### config.mk
export PLATFORM = sky130hd
export DESIGN_NAME = circle_span_rasterizer_flat
export DESIGN_NICKNAME = d
export VERILOG_FILES = /design/src/hw/rtl/csr_pkg.sv /design/src/hw/rtl/csr_if.sv /design/src/hw/rtl/csr_isqrt.sv /design/src/hw/rtl/circle_span_rasterizer.sv /design/src/flat_wrapper.sv
export VERILOG_INCLUDE_DIRS = /design/src /design/src/hw/rtl
export SDC_FILE = /design/constraint.sdc
export NUM_CORES = 1
export LEC_CHECK = 0
export BUFFER_PORTS_ARGS = -buffer_cell sky130_fd_sc_hd__buf_2
export CORE_MARGIN = 2
export CORE_UTILIZATION = 45
export DETAILED_ROUTE_END_ITERATION = 7
export MAX_ROUTING_LAYER = met4
export PLACE_DENSITY = 0.67
export SYNTH_ARGS = -nofsm -noshare
export SYNTH_HDL_FRONTEND = slang
export SYNTH_SLANG_ARGS = --single-unit
### constraint.sdc
create_clock -name clk -period 5 [get_ports clk]
set_input_delay 0.75 -clock clk [delete_from_list [all_inputs] [get_ports clk]]
set_output_delay 0.75 -clock clk [all_outputs]
set_load 0.1 [all_outputs]
### src/hw/rtl/circle_span_rasterizer_macros.svh
// ----------------------------------------------------------------------------
// Circle span rasterizer assertion macros
// Shared concurrent assertion forms, clocked on clk, disabled under arst_n.
// ----------------------------------------------------------------------------
`ifndef CIRCLE_SPAN_RASTERIZER_MACROS_SVH
`define CIRCLE_SPAN_RASTERIZER_MACROS_SVH

// same-cycle implication
`define CSR_ASSERT_IMPL(label, ante, cons) \
	label: assert property (@(posedge clk) disable iff (!arst_n) (ante) |-> (cons)) \
		else $error("circle span rasterizer: check failed");

// next-cycle implication
`define CSR_ASSERT_NEXT(label, ante, cons) \
	label: assert property (@(posedge clk) disable iff (!arst_n) (ante) |=> (cons)) \
		else $error("circle span rasterizer: check failed");

`endif

### src/hw/rtl/csr_pkg.sv
// ----------------------------------------------------------------------------
// Circle span rasterizer package
// Field widths, register codes, sequencer states and unit handshake types.
// ----------------------------------------------------------------------------
package csr_pkg;

	localparam int COORD_W  = 12;
	localparam int BOTTOM_W = 13;
	localparam int RAD_W    = 6;
	localparam int LEN_W    = 7;
	localparam int COLOR_W  = 16;
	localparam int ROOT_W   = 6;
	localparam int RADICAND_W = 2 * ROOT_W;

	localparam int CFG_IDX_W  = 1;
	localparam int CFG_DATA_W = 12;

	localparam logic [CFG_IDX_W-1:0] REG_SCREEN_WIDTH  = 1'd0;
	localparam logic [CFG_IDX_W-1:0] REG_SCREEN_HEIGHT = 1'd1;

	localparam logic [COORD_W-1:0] SCREEN_WIDTH_RST  = 12'd800;
	localparam logic [COORD_W-1:0] SCREEN_HEIGHT_RST = 12'd600;

	typedef enum logic [1:0] {
		ST_IDLE,
		ST_ROOT,
		ST_EMIT
	} csr_state_t;

	typedef struct packed {
		logic                  start;
		logic [RADICAND_W-1:0] radicand;
	} csr_sqrt_req_t;

	typedef struct packed {
		logic              done;
		logic [ROOT_W-1:0] root;
	} csr_sqrt_rsp_t;

endpackage

### src/hw/rtl/csr_if.sv
// ----------------------------------------------------------------------------
// Circle span rasterizer channels
// Command channel and span result channel, valid/ready with payload.
// ----------------------------------------------------------------------------
interface csr_cmd_if;
	logic                        valid;
	logic                        ready;
	logic [csr_pkg::COORD_W-1:0] center_x;
	logic [csr_pkg::COORD_W-1:0] center_y;
	logic [csr_pkg::RAD_W-1:0]   radius;
	logic [csr_pkg::COLOR_W-1:0] fill_color;

	modport source (output valid, center_x, center_y, radius, fill_color, input ready);
	modport sink   (input valid, center_x, center_y, radius, fill_color, output ready);
endinterface

interface csr_span_if;
	logic                         valid;
	logic                         ready;
	logic [csr_pkg::COORD_W-1:0]  top_row;
	logic [csr_pkg::BOTTOM_W-1:0] bottom_row;
	logic [csr_pkg::COORD_W-1:0]  span_start;
	logic [csr_pkg::LEN_W-1:0]    span_length;
	logic [csr_pkg::COLOR_W-1:0]  span_color;
	logic                         top_drawn;
	logic                         bottom_drawn;
	logic                         last_span;

	modport source (output valid, top_row, bottom_row, span_start, span_length, span_color,
		top_drawn, bottom_drawn, last_span, input ready);
	modport sink   (input valid, top_row, bottom_row, span_start, span_length, span_color,
		top_drawn, bottom_drawn, last_span, output ready);
endinterface

### src/hw/rtl/csr_isqrt.sv
// ----------------------------------------------------------------------------
// Iterative integer square root
// Floor square root, one result bit per cycle, trial square and compare.
// ----------------------------------------------------------------------------
module csr_isqrt (
	input  logic                   clk,
	input  logic                   arst_n,
	input  csr_pkg::csr_sqrt_req_t req,
	output csr_pkg::csr_sqrt_rsp_t rsp
);

	logic                           busy_q;
	logic                           done_q;
	logic [csr_pkg::ROOT_W-1:0]     bit_q;
	logic [csr_pkg::ROOT_W-1:0]     root_q;
	logic [csr_pkg::RADICAND_W-1:0] n_q;
	logic [csr_pkg::ROOT_W-1:0]     trial;
	logic [csr_pkg::RADICAND_W-1:0] trial_ext;
	logic [csr_pkg::RADICAND_W-1:0] trial_sq;

	assign trial     = root_q | bit_q;
	assign trial_ext = csr_pkg::RADICAND_W'(trial);
	assign trial_sq  = trial_ext * trial_ext;

	always_ff @(posedge clk or negedge arst_n) begin
		if (!arst_n) begin
			busy_q <= 1'b0;
			done_q <= 1'b0;
		end else if (req.start) begin
			busy_q <= 1'b1;
			done_q <= 1'b0;
		end else if (busy_q && bit_q[0]) begin
			busy_q <= 1'b0;
			done_q <= 1'b1;
		end else begin
			done_q <= 1'b0;
		end
	end

	always_ff @(posedge clk) begin
		if (req.start) begin
			n_q    <= req.radicand;
			root_q <= '0;
			bit_q  <= {1'b1, {(csr_pkg::ROOT_W-1){1'b0}}};
		end else if (busy_q) begin
			if (trial_sq <= n_q) begin
				root_q <= trial;
			end
			bit_q <= bit_q >> 1;
		end
	end

	assign rsp.done = done_q;
	assign rsp.root = root_q;

endmodule

### src/hw/rtl/circle_span_rasterizer.sv
// ----------------------------------------------------------------------------
// Circle span rasterizer
// Walks dy = 0..radius of a filled circle and emits one clipped span per dy, for a top and a bottom row.
//
//   channel  dir  transfer            contents
//   cmd      in   valid && ready      center_x, center_y, radius, fill_color
//   span     out  valid && ready      rows, start, length, color, flags
//   cfg      in   cfg_we              screen_width (0), screen_height (1)
//
// A command is taken only when the sequencer is idle.
// Each row runs 6 square root steps, waits for the root done flag, then emits its span.
// A stalled span holds in the output register; the sequencer waits in emit.
// Reset restores 800 x 600 and idles the sequencer; no clearing pass.
// ----------------------------------------------------------------------------
`include "circle_span_rasterizer_macros.svh"

module circle_span_rasterizer #(
	parameter int MAX_RADIUS = 63
) (
	input  logic                           clk,
	input  logic                           arst_n,
	csr_cmd_if.sink                        cmd,
	csr_span_if.source                     span,
	input  logic                           cfg_we,
	input  logic [csr_pkg::CFG_IDX_W-1:0]  cfg_index,
	input  logic [csr_pkg::CFG_DATA_W-1:0] cfg_data
);

	csr_pkg::csr_state_t    state_q, state_d;
	csr_pkg::csr_sqrt_req_t sq_req;
	csr_pkg::csr_sqrt_rsp_t sq_rsp;

	logic [csr_pkg::COORD_W-1:0]    width_q, height_q;
	logic [csr_pkg::COORD_W-1:0]    cx_q, cy_q;
	logic [csr_pkg::COLOR_W-1:0]    color_q;
	logic [csr_pkg::RAD_W-1:0]      r_q, dy_q, r_sat;
	logic [csr_pkg::RADICAND_W-1:0] n_q, n_next, r_sq;

	logic cmd_fire, emit_fire, last_row;

	logic                          out_valid_q;
	logic [csr_pkg::COORD_W-1:0]   top_q, start_q;
	logic [csr_pkg::BOTTOM_W-1:0]  bottom_q;
	logic [csr_pkg::LEN_W-1:0]     len_q;
	logic [csr_pkg::COLOR_W-1:0]   scolor_q;
	logic                          top_drawn_q, bottom_drawn_q, last_q;

	logic [csr_pkg::COORD_W-1:0]  dx_ext, dy_ext, start_c, top_c;
	logic [csr_pkg::BOTTOM_W-1:0] bottom_c, end_c;
	logic [csr_pkg::LEN_W-1:0]    len_full, len_c;
	logic start_ok, top_ok, col_ok, top_drawn_c, bottom_drawn_c;

	// configuration
	always_ff @(posedge clk or negedge arst_n) begin
		if (!arst_n) begin
			width_q  <= csr_pkg::SCREEN_WIDTH_RST;
			height_q <= csr_pkg::SCREEN_HEIGHT_RST;
		end else if (cfg_we) begin
			unique case (cfg_index)
				csr_pkg::REG_SCREEN_WIDTH:  width_q  <= cfg_data;
				csr_pkg::REG_SCREEN_HEIGHT: height_q <= cfg_data;
				default: ;
			endcase
		end
	end

	assign r_sat = (cmd.radius > csr_pkg::RAD_W'(MAX_RADIUS)) ?
		csr_pkg::RAD_W'(MAX_RADIUS) : cmd.radius;
	assign r_sq     = csr_pkg::RADICAND_W'(r_sat) * csr_pkg::RADICAND_W'(r_sat);
	assign n_next   = n_q - csr_pkg::RADICAND_W'({dy_q, 1'b1});
	assign last_row = (dy_q == r_q);

	// next state
	always_comb begin
		state_d = state_q;
		unique case (state_q)
			csr_pkg::ST_IDLE: if (cmd.valid) state_d = csr_pkg::ST_ROOT;
			csr_pkg::ST_ROOT: if (sq_rsp.done) state_d = csr_pkg::ST_EMIT;
			csr_pkg::ST_EMIT: begin
				if (!out_valid_q || span.ready) begin
					state_d = last_row ? csr_pkg::ST_IDLE : csr_pkg::ST_ROOT;
				end
			end
			default: state_d = csr_pkg::ST_IDLE;
		endcase
	end

	// sequencer outputs
	always_comb begin
		cmd.ready       = 1'b0;
		emit_fire       = 1'b0;
		sq_req.start    = 1'b0;
		sq_req.radicand = r_sq;
		unique case (state_q)
			csr_pkg::ST_IDLE: begin
				cmd.ready    = 1'b1;
				sq_req.start = cmd.valid;
			end
			csr_pkg::ST_ROOT: ;
			csr_pkg::ST_EMIT: begin
				emit_fire       = !out_valid_q || span.ready;
				sq_req.start    = emit_fire && !last_row;
				sq_req.radicand = n_next;
			end
			default: ;
		endcase
	end

	assign cmd_fire = cmd.valid && cmd.ready;

	always_ff @(posedge clk or negedge arst_n) begin
		if (!arst_n) begin
			state_q <= csr_pkg::ST_IDLE;
			dy_q    <= '0;
		end else begin
			state_q <= state_d;
			if (cmd_fire) begin
				dy_q <= '0;
			end else if (emit_fire) begin
				dy_q <= dy_q + 1'b1;
			end
		end
	end

	always_ff @(posedge clk) begin
		if (cmd_fire) begin
			cx_q    <= cmd.center_x;
			cy_q    <= cmd.center_y;
			color_q <= cmd.fill_color;
			r_q     <= r_sat;
			n_q     <= r_sq;
		end else if (emit_fire) begin
			n_q <= n_next;
		end
	end

	csr_isqrt u_isqrt (
		.clk    (clk),
		.arst_n (arst_n),
		.req    (sq_req),
		.rsp    (sq_rsp)
	);

	// span clipping
	assign dx_ext   = csr_pkg::COORD_W'(sq_rsp.root);
	assign dy_ext   = csr_pkg::COORD_W'(dy_q);
	assign start_ok = cx_q >= dx_ext;
	assign start_c  = start_ok ? (cx_q - dx_ext) : '0;
	assign top_ok   = cy_q >= dy_ext;
	assign top_c    = top_ok ? (cy_q - dy_ext) : '0;
	assign bottom_c = csr_pkg::BOTTOM_W'(cy_q) + csr_pkg::BOTTOM_W'(dy_q);
	assign col_ok   = start_ok && (start_c < width_q);
	assign top_drawn_c    = col_ok && top_ok && (top_c < height_q);
	assign bottom_drawn_c = col_ok && (dy_q != '0) &&
		(bottom_c < csr_pkg::BOTTOM_W'(height_q));
	assign len_full = {sq_rsp.root, 1'b1};
	assign end_c    = csr_pkg::BOTTOM_W'(start_c) + csr_pkg::BOTTOM_W'(len_full);

	always_comb begin
		len_c = len_full;
		if (col_ok && (end_c > csr_pkg::BOTTOM_W'(width_q))) begin
			len_c = csr_pkg::LEN_W'(width_q - start_c);
		end
		if (!top_drawn_c && !bottom_drawn_c) begin
			len_c = '0;
		end
	end

	// output register
	always_ff @(posedge clk or negedge arst_n) begin
		if (!arst_n) begin
			out_valid_q <= 1'b0;
		end else if (emit_fire) begin
			out_valid_q <= 1'b1;
		end else if (span.ready) begin
			out_valid_q <= 1'b0;
		end
	end

	always_ff @(posedge clk) begin
		if (emit_fire) begin
			top_q          <= top_c;
			bottom_q       <= bottom_c;
			start_q        <= start_c;
			len_q          <= len_c;
			scolor_q       <= color_q;
			top_drawn_q    <= top_drawn_c;
			bottom_drawn_q <= bottom_drawn_c;
			last_q         <= last_row;
		end
	end

	assign span.valid        = out_valid_q;
	assign span.top_row      = top_q;
	assign span.bottom_row   = bottom_q;
	assign span.span_start   = start_q;
	assign span.span_length  = len_q;
	assign span.span_color   = scolor_q;
	assign span.top_drawn    = top_drawn_q;
	assign span.bottom_drawn = bottom_drawn_q;
	assign span.last_span    = last_q;

	`CSR_ASSERT_IMPL(a_done_in_root, sq_rsp.done, state_q == csr_pkg::ST_ROOT)
	`CSR_ASSERT_NEXT(a_last_to_idle, emit_fire && last_row, state_q == csr_pkg::ST_IDLE)
	`CSR_ASSERT_IMPL(a_dy_range, state_q != csr_pkg::ST_IDLE, dy_q <= r_q)

endmodule

### src/flat_wrapper.sv
// flat-port wrapper written by rule: the top's interface ports become plain ports
module circle_span_rasterizer_flat 
#(
	parameter int MAX_RADIUS = 63
)
  (clk, arst_n, cfg_we, cfg_index, cfg_data, cmd_valid, cmd_center_x, cmd_center_y, cmd_radius, cmd_fill_color, cmd_ready, span_valid, span_top_row, span_bottom_row, span_span_start, span_span_length, span_span_color, span_top_drawn, span_bottom_drawn, span_last_span, span_ready);
  csr_cmd_if cmd_i ();
  csr_span_if span_i ();
  input  logic clk;
  input  logic arst_n;
  input  logic cfg_we;
  input  logic [csr_pkg::CFG_IDX_W-1:0] cfg_index;
  input  logic [csr_pkg::CFG_DATA_W-1:0] cfg_data;
  input wire logic [$bits(cmd_i.valid)-1:0] cmd_valid;
  input wire logic [$bits(cmd_i.center_x)-1:0] cmd_center_x;
  input wire logic [$bits(cmd_i.center_y)-1:0] cmd_center_y;
  input wire logic [$bits(cmd_i.radius)-1:0] cmd_radius;
  input wire logic [$bits(cmd_i.fill_color)-1:0] cmd_fill_color;
  output wire logic [$bits(cmd_i.ready)-1:0] cmd_ready;
  output wire logic [$bits(span_i.valid)-1:0] span_valid;
  output wire logic [$bits(span_i.top_row)-1:0] span_top_row;
  output wire logic [$bits(span_i.bottom_row)-1:0] span_bottom_row;
  output wire logic [$bits(span_i.span_start)-1:0] span_span_start;
  output wire logic [$bits(span_i.span_length)-1:0] span_span_length;
  output wire logic [$bits(span_i.span_color)-1:0] span_span_color;
  output wire logic [$bits(span_i.top_drawn)-1:0] span_top_drawn;
  output wire logic [$bits(span_i.bottom_drawn)-1:0] span_bottom_drawn;
  output wire logic [$bits(span_i.last_span)-1:0] span_last_span;
  input wire logic [$bits(span_i.ready)-1:0] span_ready;
  assign cmd_i.valid = cmd_valid;
  assign cmd_i.center_x = cmd_center_x;
  assign cmd_i.center_y = cmd_center_y;
  assign cmd_i.radius = cmd_radius;
  assign cmd_i.fill_color = cmd_fill_color;
  assign cmd_ready = cmd_i.ready;
  assign span_valid = span_i.valid;
  assign span_top_row = span_i.top_row;
  assign span_bottom_row = span_i.bottom_row;
  assign span_span_start = span_i.span_start;
  assign span_span_length = span_i.span_length;
  assign span_span_color = span_i.span_color;
  assign span_top_drawn = span_i.top_drawn;
  assign span_bottom_drawn = span_i.bottom_drawn;
  assign span_last_span = span_i.last_span;
  assign span_i.ready = span_ready;
  circle_span_rasterizer #(.MAX_RADIUS(MAX_RADIUS)) u_core (.clk(clk), .arst_n(arst_n), .cmd(cmd_i), .span(span_i), .cfg_we(cfg_we), .cfg_index(cfg_index), .cfg_data(cfg_data));
endmodule
==> impl_metrics.json <==
{
  "status": "finished clean",
  "grt_pass1_vias": 7824,
  "path_class": "register to register",
  "p_sw_uw": 3790,
  "cts_root_buf": "clkbuf_16",
  "max_slew_margin": 0.342,
  "setup_slack_ns": 0.175,
  "numCtsBuffers": 17,
  "slowest_stage": "edfxtp_1",
  "max-clock-path-buffers": 2,
  "synth_flop_cell": "edfxtp_1",
  "grt_pass1_wl_microns": 38700,
  "ys_seq_area_frac": 0.462,
  "worst-path-buf-inv": 5,
  "area_growth_pct": 18.5,
  "grt_util_all_layers": 0.195,
  "cts_tree": "done",
  "post-place-ws_ns": -0.0269,
  "antenna_left": 0,
  "cts.sinks": 180,
  "path_clk_slew_ns": 0.08,
  "firstDrtPassIters": 5,
  "synth.avg_cell_area_sq_um": 10.8,
  "start_kind": "register",
  "critPathMaxStageDelay_ns": 0.36,
  "ys_seq_elements": 180,
  "p_clk_frac": 0.158,
  "syn_nets": 1231,
  "start_util": 0.457,
  "cp_data_arrival_time_ns": 5.02,
  "setup_violations": 0,
  "clock_latency_ns": 0.44,
  "final_area_sq_mm": 0.0131,
  "final_nets": 1395,
  "overflow": 0,
  "p_per_area_mw_per_mm2": 661,
  "rsz0062_at_grt": "yes",
  "drt-initial-drc-count": 546,
  "finalClockSkew_ns": 0.0141,
  "cp_top_family": "compound AO/OA/AOI/OAI gates",
  "grt_antenna_before_repair": 0,
  "yosysWarnings": 0,
  "endpoint_kind": "register",
  "drive_gt1_frac": 0.225,
  "ys_types": 62,
  "wirelength_microns": 24100,
  "post-route-period-util": 0.965,
  "crit_required_ns": 5.20,
  "worst_pin_slew_ns": 0.988,
  "hold_path.class": "input port to async pin",
  "route.detailed.drc": 0,
  "cellLeakagePower_uw": 0.00576,
  "h-tree-depth": 4,
  "drv_slew": 0,
  "wl_per_cell_microns": 15.8,
  "swShare": 0.438,
  "seqPwrFrac": 0.244,
  "syn-cell-area_sq_mm": 0.0111,
  "min_period_ns": 4.82,
  "coreArea_sq_mm": 0.0242,
  "fp.dieH_microns": 161,
  "finalSetupTns_ns": 0,
  "synth_edf_count": 133,
  "syn_inst": 1026,
  "place_congestion": 0.896,
  "final_util": 0.541,
  "viasPerCell": 5.29,
  "async_flop_share": 0.194,
  "ioPinCount": 129,
  "num_vias": 8078,
  "whs_ns": 0.398,
  "chipWidth_microns": 161,
  "critPathMaxFanout": 6,
  "vdd_drop_max_mv": 0.381,
  "dieArea_sq_mm": 0.0259,
  "finalHoldViolCount": 0,
  "power_frac_comb": 0.598,
  "grt_max_degree": 60,
  "antenna_cells": 0,
  "p_int_uw": 4870,
  "std_cell_rows": 57,
  "port_buffers": 128,
  "placed_cell_area_sq_mm": 0.0123,
  "maxCapViolCount": 0,
  "crit_chain": "inv_1 -> ha_1 -> inv_1 -> fa_2 -> a21o_1 -> o21ba_4 -> o2111ai_4 -> buf_6 -> nand2_1 -> inv_1 -> ha_1 -> o21a_1 -> o31a_1 -> o211ai_1 -> nand2_1 -> a21oi_1 -> a21oi_1 -> ha_1 -> nand4_1 -> a211oi_2 -> o21ai_2 -> buf_4 -> a211o_1 -> o211a_1",
  "fmax_mhz": 207,
  "ctsHoldBuffers": 0,
  "dp_hpwl_microns": 18400
}
==> final timing paths <==
check / startpoint / to / slack [ns] / cells after the start
setup / recovery: u_core.cx_q[0] / u_core.span.span_length[1] / 0.18 / 24
hold / removal: arst_n / u_core.height_q[11] / 0.40 / 1
setup reg to reg: u_core.cx_q[0] / u_core.span.span_length[1] / 0.18 / 24
hold reg to reg: u_core.color_q[4] / u_core.span.span_color[4] / 0.42 / 0
max in group asynchronous: arst_n / u_core.dy_q[3] / 4.08 / 1
min in group clk: u_core.color_q[4] / u_core.span.span_color[4] / 0.42 / 0
==> state kept, by name, summed over array words and instances, names as in the netlist, 7 cells and up <==
register / flops
u_core.span.top_row: 12
u_core.span.span_start: 12
u_core.cx_q: 12
u_core.span.span_color: 16
u_core.span.span_length: 7
u_core.span.bottom_row: 13
u_core.color_q: 16
u_core.width_q: 12
u_core.n_q: 12
u_core.cy_q: 12
u_core.u_isqrt.n_q: 12
u_core.height_q: 12
==> synthesized netlist by cell type (16+ instances only) <==
cell type	number	area [sq um]
inv_1	109	409
mux2_2	17	191
nor2b_1	16	100
a21oi_1	58	290
o21ai_0	56	280
ha_1	119	1490
edfxtp_1	133	3990
nand3_1	16	80.1
clkbuf_1	25	93.8
nand2_1	65	244
xor2_1	20	175
fa_1	22	440
xnor2_1	41	359
dfrtp_1	28	701
a21o_1	21	158
nor3_1	22	110
nor2_1	74	278
==> power by group through the flow <==
stage          Sequential, uW  Combinational (uW)  Clock (uW)
4_1_cts                  2100                4940        1400
3_5_place_dp             2130                4860           0
3_3_place_gp             2120                4780           0
5_1_grt                  2140                5810        1450
2_1_floorplan            2290                3410           0
6_report                 2110                5180        1370
==> layout by cell type (no fill, tap or decap), types with 8 or more instances in the layout <==
master,instances
o21ai_0,53
ha_1,117
mux2i_1,10
a21o_1,21
buf_2,128
and2_1,14
a21oi_1,53
dfrtp_1,28
nand3_1,15
mux2_2,17
clkbuf_16,17
xor2_1,20
xnor2_1,41
nand2b_1,8
nand4_1,11
o21a_1,11
dfxtp_1,8
fa_1,21
nor2b_1,15
nand2_1,64
edfxtp_1,133
inv_1,105
nor2_1,66
nor3_1,21
buf_4,43
==> kinds of logic (layout without fill, tap and decap cells) <==
kind of cell,count (synthesis),in the layout,synth area share
buf+inv,137,314,0.0465
mux,27,27,0.0263
simple gates,262,262,0.115
flops,180,180,0.462
xor+xnor,61,61,0.0483
compound gates,218,218,0.127
fa+ha+maj,141,141,0.174
==> layer usage <==
metal	wire length, microns	up-vias	track usage
met3	1060	30	0.0336
met4	394	0	0.0584
met5	0	-	-
met1	11100	3870	0.256
met2	11600	205	0.313
li1	-	3973	-
==> timing repair <==
item | in CTS | in global routing
endpoints found under the setup margin | 11 | 13
buffers inserted | 0 | 4
hold endpoints to repair | 0 | 0
gates resized for setup | 5 | 36
pin swaps | 1 | 26
==> final cells by class <==
cell class / instances / area [sq um]
fill: 2128 / 11100
inverter: 110 / 413
clock buffer: 17 / 425
tap: 324 / 405
clock inverter: 15 / 186
multi-input combinational: 709 / 5580
timing repair buffer: 172 / 975
sequential: 180 / 5130
==> stage by stage <==
step           total power, uW  std cells
6_report                  8670       1527
3_3_place_gp              6900       1491
3_5_place_dp              6990       1491
2_1_floorplan             5700       1026
4_1_cts                   8440       1523
5_1_grt                   9400       1527
(Power assumes the default switching activity.)
